File: src/rie_pkg.sv
// Shared types, opcodes and constants for the integer execute unit.
package rie_pkg;

  localparam int unsigned XLEN = 32;
  localparam int unsigned RIDX = 5;
  localparam int unsigned OPW  = 6;
  localparam int unsigned QDEPTH = 2;

  localparam logic [XLEN-1:0] RESET_PC_DEFAULT = 32'hE000_0000;

  // Opcodes
  localparam logic [OPW-1:0] OP_ADD      = 6'd0;
  localparam logic [OPW-1:0] OP_ADDI     = 6'd1;
  localparam logic [OPW-1:0] OP_SUB      = 6'd2;
  localparam logic [OPW-1:0] OP_SUBI     = 6'd3;
  localparam logic [OPW-1:0] OP_MUL      = 6'd4;
  localparam logic [OPW-1:0] OP_MULI     = 6'd5;
  localparam logic [OPW-1:0] OP_MULU     = 6'd6;
  localparam logic [OPW-1:0] OP_MULU_IMM = 6'd7;
  localparam logic [OPW-1:0] OP_DIV      = 6'd8;
  localparam logic [OPW-1:0] OP_DIVI     = 6'd9;
  localparam logic [OPW-1:0] OP_DIVU     = 6'd10;
  localparam logic [OPW-1:0] OP_DIVU_IMM = 6'd11;
  localparam logic [OPW-1:0] OP_REM      = 6'd12;
  localparam logic [OPW-1:0] OP_REMI     = 6'd13;
  localparam logic [OPW-1:0] OP_REMU     = 6'd14;
  localparam logic [OPW-1:0] OP_REMU_IMM = 6'd15;
  localparam logic [OPW-1:0] OP_AND      = 6'd16;
  localparam logic [OPW-1:0] OP_ANDI     = 6'd17;
  localparam logic [OPW-1:0] OP_OR       = 6'd18;
  localparam logic [OPW-1:0] OP_ORI      = 6'd19;
  localparam logic [OPW-1:0] OP_XOR      = 6'd20;
  localparam logic [OPW-1:0] OP_XORI     = 6'd21;
  localparam logic [OPW-1:0] OP_XNOR     = 6'd22;
  localparam logic [OPW-1:0] OP_XNOR_IMM = 6'd23;
  localparam logic [OPW-1:0] OP_SLL      = 6'd24;
  localparam logic [OPW-1:0] OP_SLLI     = 6'd25;
  localparam logic [OPW-1:0] OP_SLR      = 6'd26;
  localparam logic [OPW-1:0] OP_SLRI     = 6'd27;
  localparam logic [OPW-1:0] OP_SAR      = 6'd28;
  localparam logic [OPW-1:0] OP_SARI     = 6'd29;
  localparam logic [OPW-1:0] OP_LDHI     = 6'd30;
  localparam logic [OPW-1:0] OP_BEQ      = 6'd31;
  localparam logic [OPW-1:0] OP_BNE      = 6'd32;
  localparam logic [OPW-1:0] OP_BLE      = 6'd33;
  localparam logic [OPW-1:0] OP_BLEU     = 6'd34;
  localparam logic [OPW-1:0] OP_BLT      = 6'd35;
  localparam logic [OPW-1:0] OP_BLTU     = 6'd36;
  localparam logic [OPW-1:0] OP_BGE      = 6'd37;
  localparam logic [OPW-1:0] OP_BGEU     = 6'd38;
  localparam logic [OPW-1:0] OP_BGT      = 6'd39;
  localparam logic [OPW-1:0] OP_BGTU     = 6'd40;
  localparam logic [OPW-1:0] OP_J        = 6'd41;
  localparam logic [OPW-1:0] OP_JR       = 6'd42;
  localparam logic [OPW-1:0] OP_JAL      = 6'd43;
  localparam logic [OPW-1:0] OP_JALR     = 6'd44;
  localparam logic [OPW-1:0] OP_TRAP     = 6'd45;

  localparam logic [RIDX-1:0] LINK_REG = 5'd31;

  typedef enum logic [1:0] {
    EXC_NONE      = 2'd0,
    EXC_DIVZERO   = 2'd1,
    EXC_USER_TRAP = 2'd2,
    EXC_ILLEGAL   = 2'd3
  } exc_e;

  // Functional class chosen by the front end
  typedef enum logic [2:0] {
    CL_ALU,
    CL_MUL,
    CL_DIV,
    CL_BRANCH,
    CL_JUMP,
    CL_EXC
  } class_e;

  // Operand-B source
  typedef enum logic [1:0] {
    BS_REG,
    BS_SEXT,
    BS_ZEXT
  } bsrc_e;

  // Decoded request handed from front to back
  typedef struct packed {
    logic [OPW-1:0]  op;
    class_e          cls;
    bsrc_e           bsrc;
    logic [RIDX-1:0] src_a;
    logic [RIDX-1:0] src_b;
    logic [RIDX-1:0] dst;
    logic            wr;
    logic [15:0]     imm16;
    logic [25:0]     jump_offset;
    logic            div_signed;
    logic            div_rem;
    exc_e            exc;
  } dec_t;

  // Result handed from back to output stage
  typedef struct packed {
    logic [XLEN-1:0] next_pc;
    logic            write_enable;
    logic [RIDX-1:0] write_reg;
    logic [XLEN-1:0] write_value;
    exc_e            exception_code;
  } res_t;

endpackage

File: src/rie_front.sv
// Front end: accepts requests, decodes and classifies them into a short queue.
module rie_front (
  input  logic           clk_i,
  input  logic           rst_ni,
  input  logic           in_valid_i,
  output logic           in_ready_o,
  input  logic [5:0]     op_i,
  input  logic [4:0]     src_a_i,
  input  logic [4:0]     src_b_i,
  input  logic [4:0]     dest_r_i,
  input  logic [15:0]    imm16_i,
  input  logic [25:0]    jump_offset_i,
  output logic           dq_valid_o,
  input  logic           dq_ready_i,
  output rie_pkg::dec_t  dq_data_o
);

  rie_pkg::dec_t dec;
  rie_pkg::dec_t mem_q [rie_pkg::QDEPTH];
  logic          wp_q, wp_d, rp_q, rp_d;
  logic [1:0]    cnt_q, cnt_d;
  logic          push, pop;

  // Decode one request
  always_comb begin
    dec             = '0;
    dec.op          = op_i;
    dec.src_a       = src_a_i;
    dec.src_b       = src_b_i;
    dec.imm16       = imm16_i;
    dec.jump_offset = jump_offset_i;
    dec.cls         = rie_pkg::CL_ALU;
    dec.bsrc        = rie_pkg::BS_REG;
    dec.dst         = dest_r_i;
    dec.wr          = 1'b1;
    dec.exc         = rie_pkg::EXC_NONE;
    if (op_i <= rie_pkg::OP_LDHI) begin
      // odd ops below LDHI are immediate forms, LDHI too
      if (op_i[0] || op_i == rie_pkg::OP_LDHI) begin
        dec.dst = src_b_i;
        dec.bsrc = rie_pkg::BS_ZEXT;
        if (op_i == rie_pkg::OP_ADDI || op_i == rie_pkg::OP_SUBI ||
            op_i == rie_pkg::OP_MULI || op_i == rie_pkg::OP_DIVI ||
            op_i == rie_pkg::OP_REMI) begin
          dec.bsrc = rie_pkg::BS_SEXT;
        end
      end
      if (op_i >= rie_pkg::OP_MUL && op_i <= rie_pkg::OP_MULU_IMM) begin
        dec.cls = rie_pkg::CL_MUL;
      end
      if (op_i >= rie_pkg::OP_DIV && op_i <= rie_pkg::OP_REMU_IMM) begin
        dec.cls        = rie_pkg::CL_DIV;
        dec.div_signed = ~op_i[1];
        dec.div_rem    = op_i[2];
      end
    end else if (op_i <= rie_pkg::OP_BGTU) begin
      dec.cls = rie_pkg::CL_BRANCH;
      dec.wr  = 1'b0;
    end else if (op_i <= rie_pkg::OP_JALR) begin
      dec.cls = rie_pkg::CL_JUMP;
      dec.wr  = (op_i == rie_pkg::OP_JAL || op_i == rie_pkg::OP_JALR);
      dec.dst = rie_pkg::LINK_REG;
    end else begin
      dec.cls = rie_pkg::CL_EXC;
      dec.wr  = 1'b0;
      dec.exc = (op_i == rie_pkg::OP_TRAP) ? rie_pkg::EXC_USER_TRAP
                                           : rie_pkg::EXC_ILLEGAL;
    end
  end

  assign in_ready_o = (cnt_q != 2'(rie_pkg::QDEPTH));
  assign push       = in_valid_i && in_ready_o;
  assign dq_valid_o = (cnt_q != 2'd0);
  assign pop        = dq_valid_o && dq_ready_i;
  assign dq_data_o  = mem_q[rp_q];

  // Advance queue pointers
  always_comb begin
    wp_d  = wp_q + 1'(push);
    rp_d  = rp_q + 1'(pop);
    cnt_d = cnt_q + 2'(push) - 2'(pop);
  end

  always_ff @(posedge clk_i or negedge rst_ni) begin
    if (!rst_ni) begin
      wp_q  <= 1'b0;
      rp_q  <= 1'b0;
      cnt_q <= 2'd0;
    end else begin
      wp_q  <= wp_d;
      rp_q  <= rp_d;
      cnt_q <= cnt_d;
    end
  end

  // Hold queue entries
  always_ff @(posedge clk_i) begin
    if (push) begin
      mem_q[wp_q] <= dec;
    end
  end

endmodule

File: config.mk
export PLATFORM = sky130hd
export DESIGN_NAME = rie_front
export DESIGN_NICKNAME = d
export VERILOG_FILES = /design/src/rie_pkg.sv /design/src/rie_front.sv
export SDC_FILE = /design/constraint.sdc
export NUM_CORES = 1
export LEC_CHECK = 0
export BUFFER_PORTS_ARGS = -buffer_cell sky130_fd_sc_hd__buf_2
export CAP_MARGIN = 5
export CORE_AREA = 2 2 124 126
export CTS_BUF_LIST = sky130_fd_sc_hd__clkbuf_4
export CTS_CLUSTER_DIAMETER = 40
export DETAILED_ROUTE_END_ITERATION = 6
export DIE_AREA = 0 0 126 128
export HOLD_SLACK_MARGIN = 0.15
export MAX_ROUTING_LAYER = met4
export SLEW_MARGIN = 20
export SYNTH_ARGS = -nofsm -noshare
export SYNTH_HDL_FRONTEND = slang
export SYNTH_SLANG_ARGS = --single-unit
File: constraint.sdc
create_clock -name clk_i -period 4.51 [get_ports clk_i]
set_clock_uncertainty 0.1 [all_clocks]
set_input_delay 0.6765 -clock clk_i [delete_from_list [all_inputs] [get_ports clk_i]]
set_output_delay 0.6765 -clock clk_i [all_outputs]
set_load 0.01 [all_outputs]
Word level (Yosys, flattened, before mapping). Memories as Yosys holds them, arrays and structs flattened. Cells that the tools add are included.

$add $sub $neg: 4. Order comparisons: 7. Eq/ne operators: 10. Multiplexer cells: 23. Bitwise gates (word level): 1. Reductions and logical operators: 11.

Operator list (count): $mux W5 (4); $eq A6 B6 Y1 const B (3); $mux W2 (9); $eq A6 B4 Y1 const B (2); $le A6 B6 Y1 const B (2); $mux W1 (8); $eq A6 B1 Y1 const B (1); $eq A6 B2 Y1 const B (1); $eq A6 B3 Y1 const B (1); $eq A6 B5 Y1 const B (1); $ge A6 B3 Y1 const B (1); $ge A6 B4 Y1 const B (1); $le A6 B3 Y1 const B (1); $le A6 B4 Y1 const B (1); $le A6 B5 Y1 const B (1); $logic_or A1 B1 Y1 (6); $mux W3 (2); $logic_and A1 B1 Y1 (4); $add A1 B1 Y1 (2); $add A2 B1 Y2 (1); $ne A2 B2 Y1 const B (1); $reduce_bool A2 Y1 (1); $sub A2 B1 Y2 (1); $not A1 Y1 (1).

Register bits: 4. Bits in writable memories: 146. Bits of input ports: 67. Output and inout bits: 75. Logic and storage cells: 60. Memories: 1.

Memories: mem_q (words 2, width 73, rd ports 1, clocked after memory_dff 0, write ports 1, line rie_front.sv:19) `rie_pkg::dec_t mem_q [rie_pkg::QDEPTH];`.

Logic depth before layout (Yosys ltp).
Depth after elaboration: 8. Gate-level depth with buffers: 7. Mapped depth without buffers: 7.

Worst setup path before layout. No wires, ideal clock.

Kind: in2reg. Start point: input in_valid_i. End point: memory mem_q[1][0] (netlist bit) (enable). Data arrival time: 2.559 ns. Slack: 1.412 ns. Stages on the path: 3. Cell sequence: nand2_1 inv_1 ha_1.

Cells in the longest elaborated chain, start to end: 3.

Ends and longest elaborated chain: start: declaration (line rie_front.sv:5) `input logic in_valid_i,`; $logic_and A1 B1 Y1 (line rie_front.sv:72) `assign push = in_valid_i && in_ready_o;`; $mux W1 (line rie_front.sv:98) `if (push) begin`; $mux W1 (implied by the code) (line rie_front.sv:99) `mem_q[wp_q] <= dec;`; end: declaration (line rie_front.sv:19).

No other way between the ends.

==> results.yml <==
layout:
  design_area_um2: 7190
  drive_above_1_share: 0.538
  final_common_cell: "edfxtp_1"
  most-common-layout-cells: "146 x edfxtp_1, 141 x buf_2, 73 x mux2_2, 19 x clkbuf_4, 10 x inv_1"
  syn2layout_area_growth_pct: 23.2
  instances_no_fill: 661
  final_nets: 528
floorplan:
  start_util: 0.393
  die_width_um: 126
  die_area_um2: 16100
  row_count: 45
  core_area_um2: 14900
  dieHeight_um: 128
  io_pins: 142
sta:
  fin_crit_sh: 0.669
  relSlewSlack: 0.333
  worst_slew_pin_slew_ns: 1.00
  min_period_ns: 3.02
  setup_viol: 0
  report.final.hold_viol_count: 0
  fin_tns_setup_ns: 0
  finalMaxSlewViolations: 0
  fmax_ghz: 0.331
  rsz0062_at_grt: "no"
routing:
  viasPerCell: 4.86
  routed_wl_mm: 10.8
  vias: 3212
  drcViolationCount: 0
  first_pass_iters: 5
  drt_iter0_markers: 184
  ant_nets: 0
  post_drt_wl_per_cell_um: 16.3
power:
  total_power_mw: 4.29
  internal_power_mw: 3.04
  p_seq_frac: 0.489
  switchingPower_mw: 1.25
  peakVddDrop_mv: 0.306
  comb_power_share: 0.288
  switching_share: 0.292
  powerDensity_nw_per_um2: 596
  clkPwrFrac: 0.223
  power.static_leakage_nw: 2.66
global_routing:
  use_met1: 0.161
  grt_pass1_vias: 3320
  grtUsageMet3: 0.0455
  grt_max_degree: 75
  grt_util_all_layers: 0.143
  grtUsageMet2: 0.228
  grt_first_pass_wirelength_mm: 16.8
  top_usage_layer: "met2"
  antenna_found_initial: 3
  grt-ovfl-total: 0
yosys:
  postSynthAreaPerCell_um2: 19.1
  ys_ff_latch: 150
  yosysSeqAreaShare: 0.768
  synth_ff_type: "edfxtp_1"
  yosysUniqueCellTypes: 36
  syn_inst: 305
  ys_async_sr_fraction: 0.0267
  syn_nets: 376
  synth_warnings: 0
  syn_area_um2: 5840
  synth_edf_count: 146
placed_design:
  io_buffers: 141
  dp.cells: 620
  place.detailed.hpwl_mm: 6.64
  place.gp.congestion: 0.812
  place_area_um2: 6750
clocking:
  tritoncts: "built"
  cts-buffers-inserted: 17
  clk_pin_slew_ns: 0.12
  cts_buffer_depth: 2
  clkSinkCount: 150
  insertion_delay_ns: 0.52
  cts_resized: 0
  clockRootBuffer: "clkbuf_4"
  htreeDepth: 4
worst_hold_path:
  hp-class: "primary input to flop"
setup_path:
  start_kind: "flop"
  r2r_setup_slack_ns: 2.61
  required_ns: 3.73
  worstPathMaxFanout: 74
  crit_arrival_ns: 2.24
  worstSetupPathType: "flop to output port"
  crit_path_end_kind: "output port"
status:
  status: "complete, no violations"
flow_run:
  maxCapViolCount: 0
==> worst max-delay path, cell delays in order, from the launching register on <==
cell and delay [ns]:
dfrtp_4 1.11, mux2_2 0.44, buf_2 0.14
==> cell usage after synthesis, drive strengths merged (3+ instances only) <==
master	instances	area (µm²)
nor3	3	15.0
dfrtp	4	100
a32oi	5	43.8
clkbuf	5	18.8
ha	4	50.1
a21oi	4	20.0
buf	9	45.0
edfxtp	146	4380
a221oi	5	43.8
nand2	3	11.3
xnor2	3	26.3
mux2	73	822
inv	10	37.5
o21ai	3	15.0
==> final cells by class <==
type	count	area [µm²]
Antenna cell	3	7.51
Timing Repair Buffer	147	801
Clock buffer	19	143
Multi-Input combinational cell	130	1270
Tap cell	188	235
Clock inverter	13	203
Fill cell	1308	7670
Sequential cell	150	4490
Inverter	11	41.3
==> worst paths after layout <==
kind / start / end / cells after the start
min: jump_offset_i[6] / mem_q[1][10]$_DFFE_PP_ / 1
min reg2reg: cnt_q[1]$_DFF_PN0_ / cnt_q[1]$_DFF_PN0_ / 1
max: rp_q$_DFF_PN0_ / dq_data_o[50] / 2
max in group asynchronous: rst_ni / rp_q$_DFF_PN0_ / 2
max reg2reg: cnt_q[0]$_DFF_PN0_ / mem_q[0][63]$_DFFE_PP_ / 5
min in group asynchronous: rst_ni / rp_q$_DFF_PN0_ / 2
==> sequential cells by signal, summed over array words and instances, names as in the netlist <==
register and cells:
mem_q 146, cnt_q 2, rp_q 1, wp_q 1
==> power by group through the flow <==
stage               logic, mW  registers [mW]  clock network (mW)
finish                   1.24            2.10               0.957
global route             1.34            2.15                1.06
CTS                      1.23            2.12                1.00
detailed placement       1.22            2.16                   0
global placement         1.21            2.14                   0
floorplan               0.868            2.01                   0
==> repair_timing <==
| item | 4_1_cts | 5_1_grt |
|---|---|---|
| hold buffers | 1 | 3 |
| setup buffers | 0 | 0 |
| hold endpoints to repair | 4 | 5 |
==> metal layers <==
layer  vias up  wire length [µm]
met4         0               397
met3        26               682
met1      1552              4450
li1       1519                 -
met5         -                 0
met2       115              5260
==> cells by family (layout without fill, tap and decap cells) <==
logic type,after synthesis,after routing,synth area share
flops,150,150,0.768
mux,75,75,0.144
compound gates,25,25,0.0315
buf+inv,25,190,0.0180
simple gates,21,21,0.0223
xor+xnor,5,5,0.00750
fa+ha+maj,4,4,0.00857
other cells,0,3,0
==> through the flow <==
stage	setup slack (ns)	hold WS, ns	utilization
3_5_place_dp	1.99	0.388	0.454
4_1_cts	1.35	0.150	0.478
2_1_floorplan	1.41	0.281	-
5_1_grt	1.28	0.150	0.484
6_report	1.49	0.228	0.484
3_3_place_gp	2.00	0.377	0.454
No activity file was read; power rests on OpenSTA's default activity.
